==> src/design/kss_pkg.sv <==
// shared types, constants and helpers of the k-sorted stream sorter
// no dependencies
`default_nettype none

package kss_pkg;

  localparam int unsigned STORE_DEPTH = 32;
  localparam int unsigned DATA_W      = 32;
  localparam int unsigned K_W         = 5;
  localparam int unsigned CNT_W       = $clog2(STORE_DEPTH + 1);

  typedef logic signed [DATA_W-1:0] data_t;
  typedef logic [CNT_W-1:0]         cnt_t;
  typedef logic [K_W-1:0]           k_t;

  typedef struct packed {
    logic signed [DATA_W-1:0] sample_value;
    logic                     end_of_sequence;
  } in_beat_t;

  typedef struct packed {
    logic signed [DATA_W-1:0] sorted_value;
    logic                     final_output;
  } out_beat_t;

  typedef struct packed {
    logic pop;
    logic insert;
  } cell_ctrl_t;

  // k+1, saturated at the chain length
  function automatic cnt_t capacity(k_t k);
    int unsigned c;
    c = int'(k) + 1;
    if (c > STORE_DEPTH) begin
      c = STORE_DEPTH;
    end
    return CNT_W'(c);
  endfunction

endpackage

`default_nettype wire

==> src/design/kss_cell.sv <==
// one slot of the sorted register chain: holds a value, shifts left on pop,
// takes the left neighbor or the new value on insert; uses kss_pkg
`default_nettype none

module kss_cell import kss_pkg::*; (
  input  logic       clk_i,
  input  cell_ctrl_t ctrl_i,
  input  logic       occ_i,
  input  data_t      ins_val_i,
  input  logic       left_lt_i,
  input  data_t      left_val_i,
  input  data_t      right_val_i,
  output data_t      val_o,
  output logic       lt_o
);

  data_t val_q, val_d;

  assign lt_o  = occ_i && (ins_val_i < val_q);
  assign val_o = val_q;

  always_comb begin
    val_d = val_q;
    if (ctrl_i.pop) begin
      val_d = right_val_i;
    end else if (ctrl_i.insert) begin
      if (left_lt_i) begin
        val_d = left_val_i;
      end else if (lt_o || !occ_i) begin
        val_d = ins_val_i;
      end
    end
  end

  always_ff @(posedge clk_i) begin
    val_q <= val_d;
  end

endmodule

`default_nettype wire

==> src/design/k_sorted_stream_sorter_core.sv <==
// an item is accepted, with an optional pop, in the idle state, then inserted into the chain;
// no new item is taken until the last one has been inserted into the cell chain
// on the item marked last, one drained beat per cycle follows while the output is taken
// reset: count, state, output valid and k clear at once; chain data is not reset
// top level of the k-sorted stream sorter; uses kss_pkg and kss_cell
`default_nettype none

module k_sorted_stream_sorter_core import kss_pkg::*; (
  input  logic      clk_i,
  input  logic      rst_ni,
  input  logic      in_valid_i,
  output logic      in_ready_o,
  input  in_beat_t  in_data_i,
  output logic      out_valid_o,
  input  logic      out_ready_i,
  output out_beat_t out_data_o,
  input  logic      cfg_we_i,
  input  k_t        cfg_wdata_i
);

  localparam logic [1:0] ST_IDLE   = 2'd0;
  localparam logic [1:0] ST_INSERT = 2'd1;
  localparam logic [1:0] ST_DRAIN  = 2'd2;

  logic [1:0] state_q, state_d;
  cnt_t       count_q, count_d;
  k_t         k_q;
  data_t      hold_val_q;
  logic       hold_last_q;
  logic       out_valid_q, out_valid_d;
  out_beat_t  out_q, out_d;

  cell_ctrl_t ctrl;
  logic       can_emit, need_pop, emit, emit_final, accept;

  data_t cell_val [STORE_DEPTH];
  logic  cell_lt  [STORE_DEPTH];

  assign can_emit = !out_valid_q || out_ready_i;
  assign need_pop = (count_q >= capacity(k_q)) && (count_q != '0);
  assign accept   = in_valid_i && in_ready_o;

  always_comb begin
    state_d    = state_q;
    count_d    = count_q;
    ctrl       = '0;
    emit       = 1'b0;
    emit_final = 1'b0;
    in_ready_o = 1'b0;
    case (state_q)
      ST_IDLE: begin
        in_ready_o = !need_pop || can_emit;
        if (in_valid_i && in_ready_o) begin
          state_d = ST_INSERT;
          if (need_pop) begin
            emit     = 1'b1;
            ctrl.pop = 1'b1;
            count_d  = count_q - cnt_t'(1);
          end
        end
      end
      ST_INSERT: begin
        ctrl.insert = 1'b1;
        count_d     = count_q + cnt_t'(1);
        state_d     = hold_last_q ? ST_DRAIN : ST_IDLE;
      end
      ST_DRAIN: begin
        if (count_q == '0) begin
          state_d = ST_IDLE;
        end else if (can_emit) begin
          emit       = 1'b1;
          emit_final = (count_q == cnt_t'(1));
          ctrl.pop   = 1'b1;
          count_d    = count_q - cnt_t'(1);
          if (count_q == cnt_t'(1)) begin
            state_d = ST_IDLE;
          end
        end
      end
      default: begin
        state_d = ST_IDLE;
      end
    endcase
  end

  always_comb begin
    out_valid_d = out_valid_q && !out_ready_i;
    out_d       = out_q;
    if (emit) begin
      out_valid_d        = 1'b1;
      out_d.sorted_value = cell_val[0];
      out_d.final_output = emit_final;
    end
  end

  always_ff @(posedge clk_i or negedge rst_ni) begin
    if (!rst_ni) begin
      state_q     <= ST_IDLE;
      count_q     <= '0;
      k_q         <= '0;
      out_valid_q <= 1'b0;
    end else begin
      state_q     <= state_d;
      count_q     <= count_d;
      out_valid_q <= out_valid_d;
      if (cfg_we_i) begin
        k_q <= cfg_wdata_i;
      end
    end
  end

  always_ff @(posedge clk_i) begin
    out_q <= out_d;
    if (accept) begin
      hold_val_q  <= in_data_i.sample_value;
      hold_last_q <= in_data_i.end_of_sequence;
    end
  end

  for (genvar i = 0; i < STORE_DEPTH; i++) begin : g_cell
    logic  left_lt;
    data_t left_val, right_val;
    if (i == 0) begin : g_first
      assign left_lt  = 1'b0;
      assign left_val = '0;
    end else begin : g_mid
      assign left_lt  = cell_lt[i-1];
      assign left_val = cell_val[i-1];
    end
    if (i == STORE_DEPTH - 1) begin : g_last
      assign right_val = '0;
    end else begin : g_inner
      assign right_val = cell_val[i+1];
    end
    kss_cell u_cell (
      .clk_i      (clk_i),
      .ctrl_i     (ctrl),
      .occ_i      (cnt_t'(i) < count_q),
      .ins_val_i  (hold_val_q),
      .left_lt_i  (left_lt),
      .left_val_i (left_val),
      .right_val_i(right_val),
      .val_o      (cell_val[i]),
      .lt_o       (cell_lt[i])
    );
  end

  assign out_valid_o = out_valid_q;
  assign out_data_o  = out_q;

  a_count_bound: assert property (@(posedge clk_i) disable iff (!rst_ni)
    count_q <= cnt_t'(STORE_DEPTH))
    else $error("held count above chain length");

  a_accept_insert: assert property (@(posedge clk_i) disable iff (!rst_ni)
    accept |=> state_q == ST_INSERT)
    else $error("accepted beat not followed by insert");

  a_final_empty: assert property (@(posedge clk_i) disable iff (!rst_ni)
    (emit && emit_final) |=> count_q == '0)
    else $error("final beat left values in the chain");

  a_head_sorted: assert property (@(posedge clk_i) disable iff (!rst_ni)
    (count_q >= cnt_t'(2)) |-> !(cell_val[1] < cell_val[0]))
    else $error("chain head out of order");

endmodule

`default_nettype wire

==> config.mk <==
export PLATFORM = sky130hd
export DESIGN_NAME = k_sorted_stream_sorter_core
export DESIGN_NICKNAME = d
export VERILOG_FILES = /design/src/design/kss_pkg.sv /design/src/design/kss_cell.sv /design/src/design/k_sorted_stream_sorter_core.sv
export SDC_FILE = /design/constraint.sdc
export NUM_CORES = 2
export LEC_CHECK = 0
export ABC_CLOCK_PERIOD_IN_PS = 10600
export BUFFER_PORTS_ARGS = -buffer_cell sky130_fd_sc_hd__buf_2
export CAP_MARGIN = 30
export CORE_MARGIN = 3
export CORE_UTILIZATION = 54
export DETAILED_ROUTE_END_ITERATION = 10
export PLACE_DENSITY = 0.7
export SLEW_MARGIN = 10
export SYNTH_ARGS = -nofsm -noshare
export SYNTH_HDL_FRONTEND = slang
export SYNTH_SLANG_ARGS = --single-unit
==> constraint.sdc <==
create_clock -name clk_i -period 10.6 [get_ports clk_i]
set_input_delay 1.59 -clock clk_i [delete_from_list [all_inputs] [get_ports clk_i]]
set_output_delay 1.59 -clock clk_i [all_outputs]
set_load 0.03 [all_outputs]
==> summary.txt <==
Outcome
  • Status: finished, final reports clean

CTS
  • CTS HTree Levels: 4
  • Maximum clock path buffer count: 3
  • Hold_buf cts: 0
  • Clock sinks: around 1100
  • # Post-CTS Setup Buffers: 0
  • Root buf cell: clkbuf_16
  • Worst-Skew Late Latency: around 0.80 ns
  • PostCTS Resize Cnt: 0
  • CTS buffer count: about 130
  • CTS tree: built
  • Reg clk slew, reported paths: 0.06 ns

Placed design
  • Placer congestion estimate: approximately 1.0
  • Pre-CTS setup slack: roughly 4.8 ns
  • DP HPWL: about 240000 um
  • Dpl cells: ~10000
  • Port bufs: 77

Worst setup path
  • Crit Reg-Reg Startpoint: k_q[2]$_DFFE_PN0P_
  • Kind of critical path: flop to flop
  • CP Capture Type: flop
  • Startpoint Class: flop
  • Reg2reg setup slack: 4.82 ns
  • FF-to-FF path depth: 15
  • RR Endpoint: g_cell[0].u_cell.val_o[1]$_DFFE_PP_
  • WP data arrival: roughly 6.3 ns
  • Crit-path max FO: 227
  • Crit path required time: approximately 11 ns

STA
  • Setup tns final: 0 ns
  • Final Setup Violations: 0
  • Final hold viol count: 0
  • Slew Limit Fails: 0
  • Unrepaired setup endpoints after global routing: false
  • Setup Skew: ~0.027 ns
  • Max-slew headroom: 25.80%
  • Period utilization: between 50 and 60%
  • Minimum clock period: approximately 5.8 ns
  • Worst Tran Pin Value: 1.101 ns
  • Maximum operating frequency: ~170 MHz
  • PnR worst setup slack: slightly below 5 ns

Synthesis
  • Area leader, netlist: edfxtp_1
  • Post-synth EDFFs: around 1100
  • Mapped Nets: slightly below 10000
  • Yosys warns: 0
  • Post-Syn Instances: ~8600
  • Synth Flop Type: edfxtp_1
  • Main combinational cell family by area after synthesis: compound AO/OA/AOI/OAI gates
  • Top-area cell type share of the netlist area: 38.28%
  • Synth top area cells: edfxtp_1 (38%), ha_1 (15%), inv_1 (4.6%), nand3_1 (4.4%), mux2i_1 (2.8%)
  • Avg Cell Area, Syn: between 9 and 10 um^2
  • Synth unique cells: 89
  • Mux share of post-synthesis cell area: under 10%
  • Post-Synth Adder-Cell Area: between 15 and 20%
  • Post-synthesis simple-gate area fraction: about an eighth
  • XOR/XNOR share of the synthesized area: less than 1%
  • Yosys reg bits: between 1000 and 1500
  • Post-synthesis sequential area ratio: between 30% and 40%
  • Compound-cell area share of the yosys netlist: about a fifth
  • Async S/R FF share, synth: 1.268%
  • Mapped cell area: between 80000 and 90000 um^2

Job
  • Max Cap Viol: 0

Hold path
  • Worst Hold Endpoint: out_data_o[3]$_DFFE_PP_
  • Hold Startpoint: g_cell[0].u_cell.val_o[2]$_DFFE_PP_
  • Hold Path Depth: 0
  • Worst hold path class: flop to flop

Floorplan
  • Die Footprint: roughly 160000 um^2
  • Core Footprint: about 150000 um^2
  • I/O pin cnt: 78
  • Initial Util: between 50% and 60%
  • Die Width: ~400 um
  • Die height: between 300 and 400 um
  • FP Rows: 143

Global routing
  • GRT Util Overall: between 40% and 50%
  • Total grt overflow: 0
  • Vias in the first global route: roughly 69000
  • Largest net degree at the start of global routing: 243
  • Initial antenna violation count: 17
  • First-pass GRT wire length: 479300 um

Cells and area
  • Fill cell count: 13000
  • Layout Nets: 9409
  • Multi-input logic area: about 44000 um^2
  • Register area: about 33000 um^2
  • Layout cell share with drive strength beyond 1: 9.254%
  • Non-filler instance count after layout: approximately 11000
  • Synth-to-Final Area Change: 8.428%

Detailed routing
  • Avg WL per Cell: 31.86 um
  • Total Wirelength: roughly 340000 um
  • Vias per Instance: slightly above 7
  • DR DRC count: 0
  • TritonRoute pass-1 iters: 6
  • 1st-iter DRT viols: between 10000 and 15000
  • Post-route ant nets: 0
  • Vias: between 70000 and 80000
-- worst max-delay path: stages (launching register included) --
cell	delay, ns
dfrtp_1	0.41
and3_1	0.22
nand3_1	0.13
a21o_1	0.19
nand2_1	0.08
ha_1	0.23
a21o_1	0.16
a21o_1	0.18
a211oi_1	0.22
o21bai_1	0.23
a32oi_4	0.26
buf_4	0.56
buf_12	0.66
buf_4	0.74
nand2_1	0.59
buf_4	0.43
-- per-stage QoR --
step | hold WS [ns] | area (um^2) | util, %
5_1_grt | 0.5160 | 89960 | 59.08
2_1_floorplan | 0.4424 | 82990 | -
3_3_place_gp | 0.4736 | 85160 | 55.93
4_1_cts | 0.5025 | 89770 | 58.96
3_5_place_dp | 0.4916 | 85420 | 56.10
6_report | 0.5035 | 89980 | 59.10
-- layer usage --
metal	up-vias	global-route usage, %	wire (um)
li1	31960	-	-
met1	35950	57.41	132300
met2	5640	56.00	132500
met3	945	14.39	51490
met4	10	20.02	18560
met5	-	0.6158	183
-- layout by cell type, fill, tap and decap left out, types with 42 or more instances in the layout --
master     instances
or3_1             99
ha_1            1002
a22oi_1           94
clkbuf_16        141
o221ai_1         219
o21ai_0          458
nand2_1          312
a311o_1           96
a21o_1           265
inv_1           1023
edfxtp_1        1058
nor2_1           384
nor3_1           134
buf_2             79
nand4_1          155
mux2i_1          232
a221o_1           97
mux2_2           204
o311ai_1          42
nand3_1          730
buf_4            188
a31oi_1          205
a211oi_1          42
a21oi_1          346
o211ai_1         201
nor2b_1           55
-- state kept, by name (all words and copies together), names as in the netlist --
signal and count:
out_data_o 33, hold_last_q 1, out_valid_o 1, count_q 6, k_q 5, state_q 2
hold_val_q 32, g_cell.u_cell.val_o 1024
-- cell usage after synthesis, types with 203 or more instances --
library cell and n:
buf_2 233, nand3_1 730, ha_1 1002, inv_1 1023
o221ai_1 219, mux2_2 203, mux2i_1 232, edfxtp_1 1058
a21oi_1 362, nand2_1 314, a31oi_1 220, a21o_1 266
o21ai_0 460, clkbuf_1 332, nor2_1 391
-- worst max path at each step --
stage                             start                              endpoint  cells after the start
6_report             k_q[2]$_DFFE_PN0P_   g_cell[0].u_cell.val_o[1]$_DFFE_PP_                     15
4_1_cts              k_q[2]$_DFFE_PN0P_   g_cell[0].u_cell.val_o[5]$_DFFE_PP_                     15
5_1_grt              k_q[2]$_DFFE_PN0P_   g_cell[0].u_cell.val_o[2]$_DFFE_PP_                     15
2_1_floorplan  hold_val_q[17]$_DFFE_PP_  g_cell[30].u_cell.val_o[0]$_DFFE_PP_                     10
3_3_place_gp                out_ready_i   g_cell[0].u_cell.val_o[0]$_DFFE_PP_                      9
3_5_place_dp                out_ready_i   g_cell[0].u_cell.val_o[0]$_DFFE_PP_                      9
-- layout make-up --
class                           instances  share of cell area [%]
Antenna cell                           12                 0.03337
Clock buffer                          161                   3.992
Clock inverter                         83                  0.8454
Inverter                             1025                   4.284
Multi-Input combinational cell       5801                   48.86
Sequential cell                      1104                   36.41
Tap cell                             2030                   2.823
Timing Repair Buffer                  298                   2.749
-- logic make-up (layout without fill, tap and decap cells) --
kind of cell / count (synthesis) / count (layout)
AND/OR/NAND/NOR: 2039 / 2039
other: 0 / 12
flip-flops: 1104 / 1104
buffers and inverters: 1663 / 1567
AO/OA/AOI/OAI: 2311 / 2311
XOR/XNOR: 10 / 10
multiplexers: 439 / 439
adder cells (fa/ha/maj): 1002 / 1002
Power is not shown: default switching activity piles up to over one toggle a cycle in this logic, so the estimate is an artifact.
